===== src/hdl/rn_pkg.sv =====
// Package for the integer to Roman numeral converter.
// Holds the queue item type, the front-end state type, the ASCII symbol codes
// and the digit helper functions. Depends on nothing.
`default_nettype none

package rn_pkg;

  // Largest value that has a numeral
  localparam logic [11:0] VALUE_MAX = 12'd3999;

  // ASCII codes of the numeral symbols
  localparam logic [6:0] SYM_NONE = 7'h00;
  localparam logic [6:0] SYM_I    = 7'h49;
  localparam logic [6:0] SYM_V    = 7'h56;
  localparam logic [6:0] SYM_X    = 7'h58;
  localparam logic [6:0] SYM_L    = 7'h4C;
  localparam logic [6:0] SYM_C    = 7'h43;
  localparam logic [6:0] SYM_D    = 7'h44;
  localparam logic [6:0] SYM_M    = 7'h4D;

  // Decimal places, most significant first
  localparam logic [1:0] POS_THOUSANDS = 2'd3;
  localparam logic [1:0] POS_HUNDREDS  = 2'd2;
  localparam logic [1:0] POS_TENS      = 2'd1;
  localparam logic [1:0] POS_UNITS     = 2'd0;

  // One classified number on its way from front to back
  typedef struct packed {
    logic            err;    // zero or above the numeral range
    logic [3:0][3:0] digit;  // decimal digits, index = place
  } rn_item_t;

  // Front-end sequencer states
  typedef enum logic [1:0] {
    F_IDLE,
    F_CONV,
    F_PUSH
  } rn_front_state_t;

  // d times the weight of decimal place pos
  function automatic logic [13:0] step_value(input logic [1:0] pos, input logic [3:0] d);
    logic [13:0] place;
    case (pos)
      POS_THOUSANDS: place = 14'd1000;
      POS_HUNDREDS:  place = 14'd100;
      POS_TENS:      place = 14'd10;
      default:       place = 14'd1;
    endcase
    return 14'(place * {10'd0, d});
  endfunction

  // Number of characters that one digit spells
  function automatic logic [2:0] digit_len(input logic [3:0] d);
    case (d)
      4'd1, 4'd5:             return 3'd1;
      4'd2, 4'd4, 4'd6, 4'd9: return 3'd2;
      4'd3, 4'd7:             return 3'd3;
      4'd8:                   return 3'd4;
      default:                return 3'd0;
    endcase
  endfunction

  // Character k of digit d at place pos
  function automatic logic [6:0] digit_sym(input logic [1:0] pos, input logic [3:0] d,
                                           input logic [1:0] k);
    logic [6:0] one;
    logic [6:0] five;
    logic [6:0] ten;
    case (pos)
      POS_THOUSANDS: begin one = SYM_M; five = SYM_M; ten = SYM_M; end
      POS_HUNDREDS:  begin one = SYM_C; five = SYM_D; ten = SYM_M; end
      POS_TENS:      begin one = SYM_X; five = SYM_L; ten = SYM_C; end
      default:       begin one = SYM_I; five = SYM_V; ten = SYM_X; end
    endcase
    if (d == 4'd9) begin
      return (k == 2'd0) ? one : ten;
    end else if (d == 4'd4) begin
      return (k == 2'd0) ? one : five;
    end else if (d >= 4'd5) begin
      return (k == 2'd0) ? five : one;
    end else begin
      return one;
    end
  endfunction

endpackage

`default_nettype wire


===== src/hdl/rn_front.sv =====
// Front end: accepts a number, flags out-of-range values and splits the rest
// into decimal digits, one place per cycle. Depends on rn_pkg.
`default_nettype none

module rn_front (
  input  wire logic           clk,
  input  wire logic           rst,
  input  wire logic           item_valid,
  output logic                item_stall,
  input  wire logic [11:0]    value,
  output logic                push,
  output rn_pkg::rn_item_t    push_item,
  input  wire logic           full
);
  import rn_pkg::*;

  rn_front_state_t state;
  rn_front_state_t state_next;
  logic [11:0]     rem;
  logic [1:0]      pos;
  rn_item_t        item;

  logic [3:0]      dig;
  logic [11:0]     rem_sub;
  logic            range_err;

  assign range_err = (value == 12'd0) || (value > VALUE_MAX);

  // Digit at the current place: largest d with d * weight <= remainder
  always_comb begin
    dig = 4'd0;
    for (int d = 1; d < 10; d++) begin
      if ({2'b00, rem} >= step_value(pos, 4'(d))) dig = 4'(d);
    end
    rem_sub = 12'({2'b00, rem} - step_value(pos, dig));
  end

  // Next state
  always_comb begin
    state_next = state;
    case (state)
      F_IDLE: if (item_valid) state_next = range_err ? F_PUSH : F_CONV;
      F_CONV: if (pos == POS_UNITS) state_next = F_PUSH;
      F_PUSH: if (!full) state_next = F_IDLE;
      default: state_next = F_IDLE;
    endcase
  end

  // Outputs
  always_comb begin
    item_stall = rst || (state != F_IDLE);
    push       = (state == F_PUSH) && !full;
    push_item  = item;
  end

  always_ff @(posedge clk) begin
    if (rst) begin
      state <= F_IDLE;
    end else begin
      state <= state_next;
    end
  end

  // Working registers
  always_ff @(posedge clk) begin
    if (state == F_IDLE && item_valid) begin
      rem      <= value;
      pos      <= POS_THOUSANDS;
      item.err <= range_err;
    end else if (state == F_CONV) begin
      item.digit[pos] <= dig;
      rem             <= rem_sub;
      pos             <= pos - 2'd1;
    end
  end

endmodule

`default_nettype wire


===== src/hdl/rn_fifo.sv =====
// Short queue of classified items between front and back ends.
// Depends on rn_pkg.
`default_nettype none

module rn_fifo #(
  parameter int DEPTH = 2
) (
  input  wire logic           clk,
  input  wire logic           rst,
  input  wire logic           push,
  input  wire rn_pkg::rn_item_t push_item,
  output logic                full,
  input  wire logic           pop,
  output rn_pkg::rn_item_t    head,
  output logic                empty
);
  import rn_pkg::*;

  localparam int PTR_W = $clog2(DEPTH);
  localparam int CNT_W = $clog2(DEPTH + 1);

  rn_item_t         slots [DEPTH];
  logic [PTR_W-1:0] wr_ptr;
  logic [PTR_W-1:0] rd_ptr;
  logic [CNT_W-1:0] count;

  assign full  = (count == CNT_W'(DEPTH));
  assign empty = (count == '0);
  assign head  = slots[rd_ptr];

  // Storage
  always_ff @(posedge clk) begin
    if (push) slots[wr_ptr] <= push_item;
  end

  // Pointers and fill count
  always_ff @(posedge clk) begin
    if (rst) begin
      wr_ptr <= '0;
      rd_ptr <= '0;
      count  <= '0;
    end else begin
      if (push) wr_ptr <= (wr_ptr == PTR_W'(DEPTH - 1)) ? '0 : wr_ptr + 1'b1;
      if (pop)  rd_ptr <= (rd_ptr == PTR_W'(DEPTH - 1)) ? '0 : rd_ptr + 1'b1;
      if (push && !pop)      count <= count + 1'b1;
      else if (pop && !push) count <= count - 1'b1;
    end
  end

endmodule

`default_nettype wire


===== src/hdl/rn_back.sv =====
// Back end: spells the digits of one queued item as numeral characters,
// one per cycle unless the output stalls, into the output register. Depends on rn_pkg.
`default_nettype none

module rn_back (
  input  wire logic           clk,
  input  wire logic           rst,
  input  wire rn_pkg::rn_item_t head,
  input  wire logic           empty,
  output logic                pop,
  output logic                char_valid,
  input  wire logic           char_stall,
  output logic [6:0]          symbol,
  output logic                last,
  output logic                out_of_range
);
  import rn_pkg::*;

  logic       active;
  rn_item_t   cur;
  logic [1:0] pos;
  logic [1:0] k;

  logic [3:0] d_cur;
  logic       at_end;
  logic       has_lower;
  logic [1:0] lower_pos;
  logic [1:0] head_pos;
  logic       is_last;
  logic       can_load;
  logic       emit;
  logic       finish;
  logic [6:0] sym_next;

  // Where the current character stands and what follows it
  always_comb begin
    d_cur     = cur.digit[pos];
    at_end    = ({1'b0, k} + 3'd1) == digit_len(d_cur);
    has_lower = 1'b0;
    lower_pos = POS_UNITS;
    for (int i = 0; i < 4; i++) begin
      if (2'(i) < pos && cur.digit[i] != 4'd0) begin
        has_lower = 1'b1;
        lower_pos = 2'(i);
      end
    end
    head_pos = POS_UNITS;
    for (int i = 0; i < 4; i++) begin
      if (head.digit[i] != 4'd0) head_pos = 2'(i);
    end
    is_last  = cur.err || (at_end && !has_lower);
    sym_next = cur.err ? SYM_NONE : digit_sym(pos, d_cur, k);
  end

  // Handshake with the output register and the queue
  assign can_load = !char_valid || !char_stall;
  assign emit     = active && can_load;
  assign finish   = emit && is_last;
  assign pop      = !empty && (!active || finish);

  // Control
  always_ff @(posedge clk) begin
    if (rst) begin
      active     <= 1'b0;
      char_valid <= 1'b0;
    end else begin
      if (pop)         active <= 1'b1;
      else if (finish) active <= 1'b0;
      if (emit)            char_valid <= 1'b1;
      else if (!char_stall) char_valid <= 1'b0;
    end
  end

  // Digit walk: start at the highest nonzero place, skip zero places
  always_ff @(posedge clk) begin
    if (pop) begin
      cur <= head;
      pos <= head_pos;
      k   <= 2'd0;
    end else if (emit && !is_last) begin
      if (at_end) begin
        pos <= lower_pos;
        k   <= 2'd0;
      end else begin
        k <= k + 2'd1;
      end
    end
  end

  // Output payload
  always_ff @(posedge clk) begin
    if (emit) begin
      symbol       <= sym_next;
      last         <= is_last;
      out_of_range <= cur.err;
    end
  end

endmodule

`default_nettype wire


===== src/hdl/integer_to_roman_numerals.sv =====
// Integer to Roman numeral converter, top level.
// Joins rn_front, rn_fifo and rn_back. Depends on rn_pkg.
//
// Input channel (item_valid / item_stall / value): one 12-bit number per item.
// Output channel (char_valid / char_stall / symbol, last, out_of_range): the
// numeral as ASCII characters, most significant first, one item per char;
// last marks the final character. A value of 0 or above 3999 gives a single
// item with out_of_range = 1, last = 1 and symbol = 0.
// Throughput: the front end splits digits one place per cycle (an out-of-range
// number skips the split) and takes a new number only once the last one is
// pushed into the queue; the back end sends one character per cycle while the
// output is not stalled, 1 to 15 characters per number.
// The queue of QUEUE_DEPTH items (at least 2) lets the front end convert
// ahead while the back end is still spelling or the receiver stalls.
// A stalled character holds in the output register; the back end and then
// the queue and front end wait behind it.
// Reset (rst, synchronous) empties the queue and output register and holds
// item_stall high; no state is kept between numbers.
`default_nettype none

module integer_to_roman_numerals #(
  parameter int QUEUE_DEPTH = 2
) (
  input  wire logic        clk,
  input  wire logic        rst,
  input  wire logic        item_valid,
  output logic             item_stall,
  input  wire logic [11:0] value,
  output logic             char_valid,
  input  wire logic        char_stall,
  output logic [6:0]       symbol,
  output logic             last,
  output logic             out_of_range
);
  import rn_pkg::*;

  logic     push;
  rn_item_t push_item;
  logic     full;
  logic     pop;
  rn_item_t head;
  logic     empty;

  rn_front u_front (
    .clk        (clk),
    .rst        (rst),
    .item_valid (item_valid),
    .item_stall (item_stall),
    .value      (value),
    .push       (push),
    .push_item  (push_item),
    .full       (full)
  );

  rn_fifo #(
    .DEPTH (QUEUE_DEPTH)
  ) u_fifo (
    .clk       (clk),
    .rst       (rst),
    .push      (push),
    .push_item (push_item),
    .full      (full),
    .pop       (pop),
    .head      (head),
    .empty     (empty)
  );

  rn_back u_back (
    .clk          (clk),
    .rst          (rst),
    .head         (head),
    .empty        (empty),
    .pop          (pop),
    .char_valid   (char_valid),
    .char_stall   (char_stall),
    .symbol       (symbol),
    .last         (last),
    .out_of_range (out_of_range)
  );

endmodule

`default_nettype wire


===== config.mk =====
export PLATFORM = sky130hd
export DESIGN_NAME = integer_to_roman_numerals
export DESIGN_NICKNAME = d
export VERILOG_FILES = /design/src/hdl/rn_pkg.sv /design/src/hdl/rn_front.sv /design/src/hdl/rn_fifo.sv /design/src/hdl/rn_back.sv /design/src/hdl/integer_to_roman_numerals.sv
export SDC_FILE = /design/constraint.sdc
export NUM_CORES = 1
export LEC_CHECK = 0
export ABC_CLOCK_PERIOD_IN_PS = 7600
export BUFFER_PORTS_ARGS = -buffer_cell sky130_fd_sc_hd__buf_2
export CAP_MARGIN = 15
export CORE_MARGIN = 1.5
export CORE_UTILIZATION = 25
export CTS_BUF_LIST = sky130_fd_sc_hd__clkbuf_8
export DETAILED_ROUTE_END_ITERATION = 6
export SETUP_SLACK_MARGIN = 0.02
export SKIP_LAST_GASP = 1
export SYNTH_ARGS = -nofsm -noshare
export SYNTH_HDL_FRONTEND = slang
export SYNTH_HIERARCHICAL = 1
export SYNTH_SLANG_ARGS = --single-unit

===== constraint.sdc =====
create_clock -name clk -period 7.6 [get_ports clk]
set_input_delay 1.14 -clock clk [delete_from_list [all_inputs] [get_ports clk]]
set_output_delay 1.14 -clock clk [all_outputs]
set_load 0.005 [all_outputs]

---- Word level (Yosys, flattened, before mapping) ----
Memories as Yosys holds them, arrays and structs flattened. A register that Yosys moved wholly into a read port is not among the register bits.
Cells that the tools add are included.
W data, S select, Z words.
storage, ports and cells
  flip-flop bits (word level) ............. 69
  RAM bits ................................ 34
  memory bits (read-only) ................. 48
  output and inout port bits .............. 11
  memories kept ........................... 2
memory list
  memory           words  bits a word  read ports  clocked after Yosys merged registers in  write ports  RTL line       RTL
  (no name shown)  16     3            1           0                                        0            rn_pkg.sv:54   case (d)
  u_fifo.slots     2      17           1           1                                        1            rn_fifo.sv:22  rn_item_t slots [DEPTH];
cells by class
  add/sub/neg operators ................... 8
  multipliers ............................. 6
  $lt $le $gt $ge ......................... 18
  equality and inequality tests ........... 16
  multiplexer cells ....................... 57
  bitwise logic cells ..................... 1
  reductions and logical operators ........ 50
operator list
  cell                     count
  $ge A12 B14 Y1           5
  $mux W2                  16
  $pmux W10 S3             1
  $pmux W5 S3              2
  $reduce_bool A4 Y1       7
  $mul A10 B3 Y13 const B  2
  $mul A10 B2 Y12 const B  2
  $mux W12                 2
  $mux W7                  3
  $mux W1                  17
  $bwmux W16               1
  $mux W4                  4
  $mux W5                  3
  $logic_and A1 B1 Y1      14
  $mul A10 B4 Y14 const B  1
  $ge A12 B13 Y1           1
  $eq A2 B2 Y1 const B     6
  $ge A12 B10 Y1           1
  $ge A12 B11 Y1           1
  $ge A12 B12 Y1           1
  $gt A12 B12 Y1 const B   1
  $logic_not A12 Y1        1
  $mul A10 B4 Y12          1
  $mux W3                  4
  28 further kinds         59

---- Logic depth before layout (Yosys ltp) ----
Gate-level depths: netlist of run 1.
  word-level depth ........................ 16
  mapped depth ............................ 31

---- Modules after synthesis ----
Netlist of run 1, hierarchy kept.
by module, submodules not included
  module    times used  cells each  area each (µm²)  seq. area each (µm²)
  rn_front  1           519         4613.2           950.9
  rn_back   1           136         1669.1           890.9
  rn_fifo   1           75          1432.6           1121.1

---- Least setup slack after synthesis of run 1 ----
Ideal clock, no wire load.
  path kind ............................... reg2reg
  start ................................... register u_front.pos[0]
  end ..................................... register u_front.rem[10] (data pin)
  setup time .............................. 0.261 ns
  arrival ................................. 6.412 ns
  setup slack ............................. 0.927 ns
  cell stages (with the launch flop) ...... 29
  cells stage by stage .................... dfxtp_1 ha_1 clkinv_1 ha_1 nor2_1 ha_1 nor3_1 a21oi_1 xnor2_1 ha_1 a21o_1 a221o_1 a31oi_1 o2bb2ai_1 and2b_1 a31oi_1 and2_1 fa_1 ha_1 fa_1 inv_1 ha_1 o21ai_0 a21boi_0 o21ai_0 a21boi_0 o211a_1 o21a_1 o31ai_1
on the way
  elaborated cells between the ends (all ways) .. 31
  classes of those cells .................. 1 x add/sub; 6 x mul; 9 x order compare; 3 x eq/ne; 12 x mux
RTL lines
  what                                                      RTL line                      RTL
  start: declaration                                        rn_front.sv:20                logic [1:0] pos;
  start signal: assignment                                  rn_front.sv:73                pos <= pos - 2'd1;
  $eq A2 B1 Y1 / $eq A2 B2 Y1 (equally long branches)       rn_pkg.sv:43                  case (pos)
  $pmux W10 S3 (*)                                          rn_pkg.sv:43
  $mul A10 B3 Y13 / $ge A12 B12 Y1 (equally long branches)  rn_pkg.sv:49, rn_front.sv:33
  $ge A12 B14 Y1 / $mux W3 (equally long branches)          rn_front.sv:33                if ({2'b00, rem} >= step_value(pos, 4'(d))) dig = 4'(d);
  $mux W3 (3 in series)                                     rn_front.sv:33
  $mux W4                                                   rn_front.sv:33
  $mux W4 (*)                                               rn_front.sv:33
  named net u_front.dig[2]                                  rn_front.sv:23                logic [3:0] dig;
  $mul A10 B4 Y12 (*)                                       rn_pkg.sv:49                  return 14'(place * {10'd0, d});
  $sub A12 B12 Y12 (*)                                      rn_front.sv:35                rem_sub = 12'({2'b00, rem} - step_value(pos, dig));
  $mux W12 (*)                                              rn_front.sv:70                end else if (state == F_CONV) begin
  $mux W12 (*)                                              rn_front.sv:66                if (state == F_IDLE && item_valid) begin
  end signal: assignment                                    rn_front.sv:67                rem <= value;
  end signal: assignment                                    rn_front.sv:72                rem <= rem_sub;
  end: declaration                                          rn_front.sv:19                logic [11:0] rem;
Mark *: on every way through the listed nets, which the timed path passes. The rest lies on a longest branch. The select of a mux whose other input is x is not followed.
A chain may end at the register's enable or synchronous reset.

---- Final worst setup path of run 1 ----
Same ends and word-level chain as after synthesis.

==> results_dict.tcl, run 1 <==
set metrics [dict create \
    die_h_microns 179 \
    syn_nets 864 \
    grt_pass1_wl_microns 28300 \
    drv_slew 0 \
    multi_input_area_sq_mm 0.00441 \
    drtIter0Drc 354 \
    gp_congestion 0.895 \
    post-synth-top-count-cell "ha_1" \
    yosysUniqueCellTypes 77 \
    die_w_microns 179 \
    setup_viol 0 \
    synth-edff-count 90 \
    rsz0062_at_grt "no" \
    synth_top_area_frac 0.350 \
    critical_path_class "reg -> reg" \
    clock_sinks 103 \
    crit_path_top_delay_cell "fa_1" \
    crit_required_ns 7.73 \
    overflow 0 \
    maxCapViolCount 0 \
    grt_max_degree 23 \
    arrival_ns 6.99 \
    grt_usage 0.112 \
    period_share 0.904 \
    pin_count 27 \
    ys_top_cells_by_area "edfxtp_1 35%, ha_1 16%, fa_1 5.4%" \
    mappedNetlistArea_sq_mm 0.00771 \
    tightestPinTransition_ns 0.994 \
    fill_cells 3187 \
    setup_tns_ns 0 \
    holdBufCountCts 0 \
    max_freq_ghz 0.146 \
    startpoint_type "flip-flop" \
    synth.avg_cell_area_sq_um 10.6 \
    placedCellCount 1148 \
    cp_max_fo 11 \
    async_flop_share 0 \
    dpl.hpwl_microns 13400 \
    fp.coreArea_sq_mm 0.0305 \
    dieArea_sq_mm 0.0319 \
    num_rows 64 \
    syn_to_final_growth_pct 10.6 \
    cts_root_buffer "clkbuf_8" \
    vias 5594 \
    antenna_found_initial 0 \
    stdcell_area_sq_mm 0.00853 \
    fin_nets 897 \
    cts_made_buffers 9 \
    synthCells 730 \
    yosys_register_bits 103 \
    dr.pass1.iters 5 \
    cts_buffer_depth 2 \
    holdWs_ns 0.455 \
    drive_gt1_frac 0.124 \
    ys_seq_area_frac 0.384 \
    ctsResizeCount 0 \
    min_path_type "reg -> reg" \
    r2r_slack_ns 0.73 \
    antennaDiodeCount 0 \
    max_stage_delay_ns 0.51 \
    fin_skew_ns 0.0194 \
    post_cts_buffers 0 \
    yosysWarnings 6 \
    status "finished, final reports clean" \
    ys_top_cells_by_count "97 x ha_1, 90 x edfxtp_1, 69 x inv_1" \
    finalCriticalPeriod_ns 6.87 \
    synth_flop_cell "edfxtp_1" \
    yosysTopAreaCell "edfxtp_1" \
    clkTransAtPathRegs_ns 0.12 \
    slew_headroom 0.338 \
    regArea_sq_mm 0.00296 \
    drc 0 \
    io_buffers 25 \
    totalWireLength_microns 17300 \
    hold_viol 0 \
    crit_path_end_kind "flip-flop" \
    postRouteAntennaNets 0 \
    clkLatencyLatePin_ns 0.38 \
    cp_common_cell "ha_1" \
    wire_per_inst_microns 14.9 \
    instances_no_fill 1164 \
    initial_core_util 0.253 \
    place_area_sq_mm 0.00835 \
    vias_per_cell 4.81 \
    grt_pass1_vias 5528 \
    cts_tree "built" \
    cts_max_level 3 \
]
==> critical path: cells and delay by family, from the launching register on <==
| kind | cells | cell delay (ns) |
|---|---|---|
| compound gates | 15 | 2.98 |
| fa+ha+maj | 6 | 2.30 |
| buf+inv | 4 | 0.59 |
| flops | 1 | 0.32 |
| simple gates | 3 | 0.43 |
==> cell usage in the layout (no fill, tap or decap), types with 4 or more instances in the layout <==
cell type  instances
a21boi_0           4
nand2_1           44
and2_1            15
a211o_1            6
o21ai_0           32
edfxtp_1          90
a21o_1            12
o21a_1             9
nand3_1           11
nor4_1            10
nand3b_1           5
nand4_1            7
fa_1              21
o31ai_1            8
a21oi_1           39
buf_2             25
nand2b_1           8
nor2b_1            7
inv_1             69
o41ai_1            4
ha_1              97
xor2_1             9
o211ai_1           6
and3_1             7
mux4_2             4
or3_1              6
dfxtp_1           13
xnor2_1           15
buf_4             13
a211oi_1          11
nor3_1            19
a31oi_1            8
nor2_1            48
mux2_2            19
clkbuf_8           9
==> sequential cells by signal, summed over array words and instances, names as in the netlist, named ones only <==
signal and cells:
u_fifo/count 2, u_back/k 2, u_back/cur 17, u_front/state 2, u_fifo/wr_ptr 1, u_fifo/slots 34, u_fifo/rd_ptr 1, u_back/out_of_range 1
u_back/pos 2, u_back/last 1, u_back/char_valid 1, u_front/push_item 17, u_back/active 1, u_front/pos 2, u_back/symbol 6, u_front/rem 12
==> area by class of cell <==
class / instances / area share
multi-input combinational: 541 / 0.517
clock buffer: 9 / 0.0145
tap: 396 / 0.0581
inverter: 70 / 0.0308
sequential: 103 / 0.347
clock inverter: 7 / 0.00660
timing repair buffer: 38 / 0.0261
==> metrics by stage <==
| step | worst slack (ns) | utilization |
|---|---|---|
| floorplan | 0.927 | - |
| finish | 0.732 | 0.280 |
| global placement | 0.925 | 0.274 |
| CTS | 0.733 | 0.280 |
| detailed placement | 0.780 | 0.274 |
| global route | 0.184 | 0.280 |
==> kinds of logic after synthesis <==
family	Yosys count	synth area share
compound gates	172	0.156
simple gates	200	0.131
buf+inv	86	0.0449
other cells	1	0.000486
fa+ha+maj	118	0.212
flops	103	0.384
mux	26	0.0440
xor+xnor	24	0.0272
==> per-layer routing <==
layer,wire [microns],vias up,GRT usage
li1,-,2759,-
met1,8230,2693,0.148
met5,0,-,0
met2,8040,123,0.186
met3,737,19,0.0210
met4,328,0,0.0340
==> worst paths after layout <==
kind                                   from                           end  cells after the start
min reg2reg  u_front/push_item[7]$_DFFE_PP_  u_fifo/slots[0][7]$_DFFE_PP_                      0
max reg2reg     u_front/pos[0]$_SDFFE_PP1P_     u_front/rem[10]$_DFFE_PP_                     28
max             u_front/pos[0]$_SDFFE_PP1P_     u_front/rem[10]$_DFFE_PP_                     28
min          u_front/push_item[7]$_DFFE_PP_  u_fifo/slots[0][7]$_DFFE_PP_                      0
Power of run 1 is not shown: default switching activity piles up to over one toggle a cycle in this logic, so the estimate is an artifact.
==> run 2: changes to the inputs <==
--- a/config.mk
+++ b/config.mk
@@ -12,8 +12,10 @@
 export CORE_UTILIZATION = 25
 export CTS_BUF_LIST = sky130_fd_sc_hd__clkbuf_8
 export DETAILED_ROUTE_END_ITERATION = 6
+export RECOVER_POWER = 100
 export SETUP_SLACK_MARGIN = 0.02
 export SKIP_LAST_GASP = 1
+export SLEW_MARGIN = 20
 export SYNTH_ARGS = -nofsm -noshare
 export SYNTH_HDL_FRONTEND = slang
 export SYNTH_HIERARCHICAL = 1
==> constraint.sdc (replaced) <==
create_clock -name clk -period 7.6 [get_ports clk]
set_input_delay 1.14 -clock clk [delete_from_list [all_inputs] [get_ports clk]]
set_output_delay 1.14 -clock clk [all_outputs]
set_load 0.1 [all_outputs]
==> results_dict.tcl, run 2 (synthesized netlist as in run 1, its figures left out) <==
set metrics [dict create \
    gp_congestion 0.895 \
    period_share 0.927 \
    dieArea_sq_mm 0.0319 \
    cp_common_cell "inv_1" \
    hold_viol 0 \
    crit_path_end_kind "flip-flop" \
    grt_pass1_vias 5528 \
    cp_max_fo 9 \
    maxCapViolCount 2 \
    pin_count 27 \
    drive_gt1_frac 0.0690 \
    clkTransAtPathRegs_ns 0.11 \
    grt_usage 0.112 \
    vias 5612 \
    vias_per_cell 4.82 \
    min_path_type "reg -> reg" \
    slew_headroom -0.930 \
    initial_core_util 0.253 \
    dr.pass1.iters 5 \
    setup_tns_ns 0 \
    fin_nets 897 \
    crit_required_ns 7.70 \
    clock_sinks 103 \
    totalWireLength_microns 17400 \
    syn_to_final_growth_pct 9.52 \
    grt_max_degree 23 \
    finalCriticalPeriod_ns 7.04 \
    fill_cells 3203 \
    post_cts_buffers 0 \
    critical_path_class "reg -> reg" \
    cts_root_buffer "clkbuf_8" \
    cts_max_level 3 \
    wire_per_inst_microns 15.0 \
    holdBufCountCts 0 \
    final_common_cell "ha_1" \
    fin_skew_ns 0.0184 \
    clkLatencyLatePin_ns 0.37 \
    rsz0062_at_grt "no" \
    setup_viol 0 \
    die_h_microns 179 \
    overflow 0 \
    cts_tree "built" \
    dpl.hpwl_microns 13400 \
    antennaDiodeCount 0 \
    drv_slew 41 \
    startpoint_type "flip-flop" \
    cts_made_buffers 9 \
    max_freq_ghz 0.142 \
    status "finished with violations" \
    ctsResizeCount 0 \
    die_w_microns 179 \
    grt_pass1_wl_microns 28300 \
    most-common-layout-cells "97 x ha_1, 90 x edfxtp_1, 69 x inv_1" \
    cts_buffer_depth 2 \
    arrival_ns 7.14 \
    drtIter0Drc 352 \
    postRouteAntennaNets 0 \
    violations "capacitance limit, slew limit" \
    tightestPinTransition_ns 2.87 \
    regMostFlops "u_fifo/slots" \
    fp.coreArea_sq_mm 0.0305 \
    io_buffers 25 \
    drc 0 \
    max_stage_delay_ns 0.56 \
    crit_path_top_delay_cell "fa_1" \
    antenna_found_initial 0 \
    num_rows 64 \
    largest_register_ffs 34 \
]
[run 2: cell types whose count changed in the layout (fill, tap and decap cells not counted), moves of 5 or more]
cell | previous run | this run
clkbuf_1 | 0 | 18
buf_4 | 13 | 8
and2_0 | 0 | 5
mux2_2 | 19 | 6
mux2_1 | 0 | 13
and2_1 | 15 | 10
buf_2 | 25 | 12
[run 2: cell type report]
cell class / instances / area [sq um] / area share
multi-input combinational: 541 / 4360 / 0.516
sequential: 103 / 2960 / 0.351
inverter: 70 / 263 / 0.0311
clock buffer: 9 / 124 / 0.0147
timing repair buffer: 38 / 188 / 0.0222
clock inverter: 7 / 56.3 / 0.00666
tap: 396 / 495 / 0.0586
[run 2: final timing paths]
kind,from,endpoint,slack (ns),cells after the start
worst max register to register,u_front/pos[0]$_SDFFE_PP1P_,u_front/rem[11]$_DFFE_PP_,0.56,27
worst max-delay path,u_front/pos[0]$_SDFFE_PP1P_,u_front/rem[11]$_DFFE_PP_,0.56,27
worst min register to register,u_front/push_item[7]$_DFFE_PP_,u_fifo/slots[0][7]$_DFFE_PP_,0.45,0
worst min-delay path,u_front/push_item[7]$_DFFE_PP_,u_fifo/slots[0][7]$_DFFE_PP_,0.45,0
[run 2: critical path: cells and delay by family (launching register included)]
kind	cells	cell delay, ns
xor+xnor	1	0.14
fa+ha+maj	6	2.27
buf+inv	6	0.78
compound gates	9	1.77
flops	1	0.32
simple gates	5	1.49
[run 2: per-layer routing]
| layer | GRT usage | wire length (microns) | vias to the layer above |
|---|---|---|---|
| met5 | 0 | 0 | - |
| met4 | 0.0340 | 300 | 0 |
| met3 | 0.0210 | 802 | 17 |
| met2 | 0.186 | 8080 | 139 |
| met1 | 0.148 | 8230 | 2697 |
| li1 | - | - | 2759 |
[run 2: through the flow]
stage	utilization	instance area [sq um]	cells	hold slack, ns	setup WS [ns]
after CTS	0.280	8530	1164	0.455	0.733
after global routing	0.277	8450	1164	0.462	0.140
after floorplan	-	7710	730	0.421	0.927
after detailed placement	0.274	8350	1148	0.430	0.780
after global placement	0.274	8350	1148	0.425	0.925
final	0.277	8450	1164	0.455	0.557
Power of run 2 is left out for the same reason.
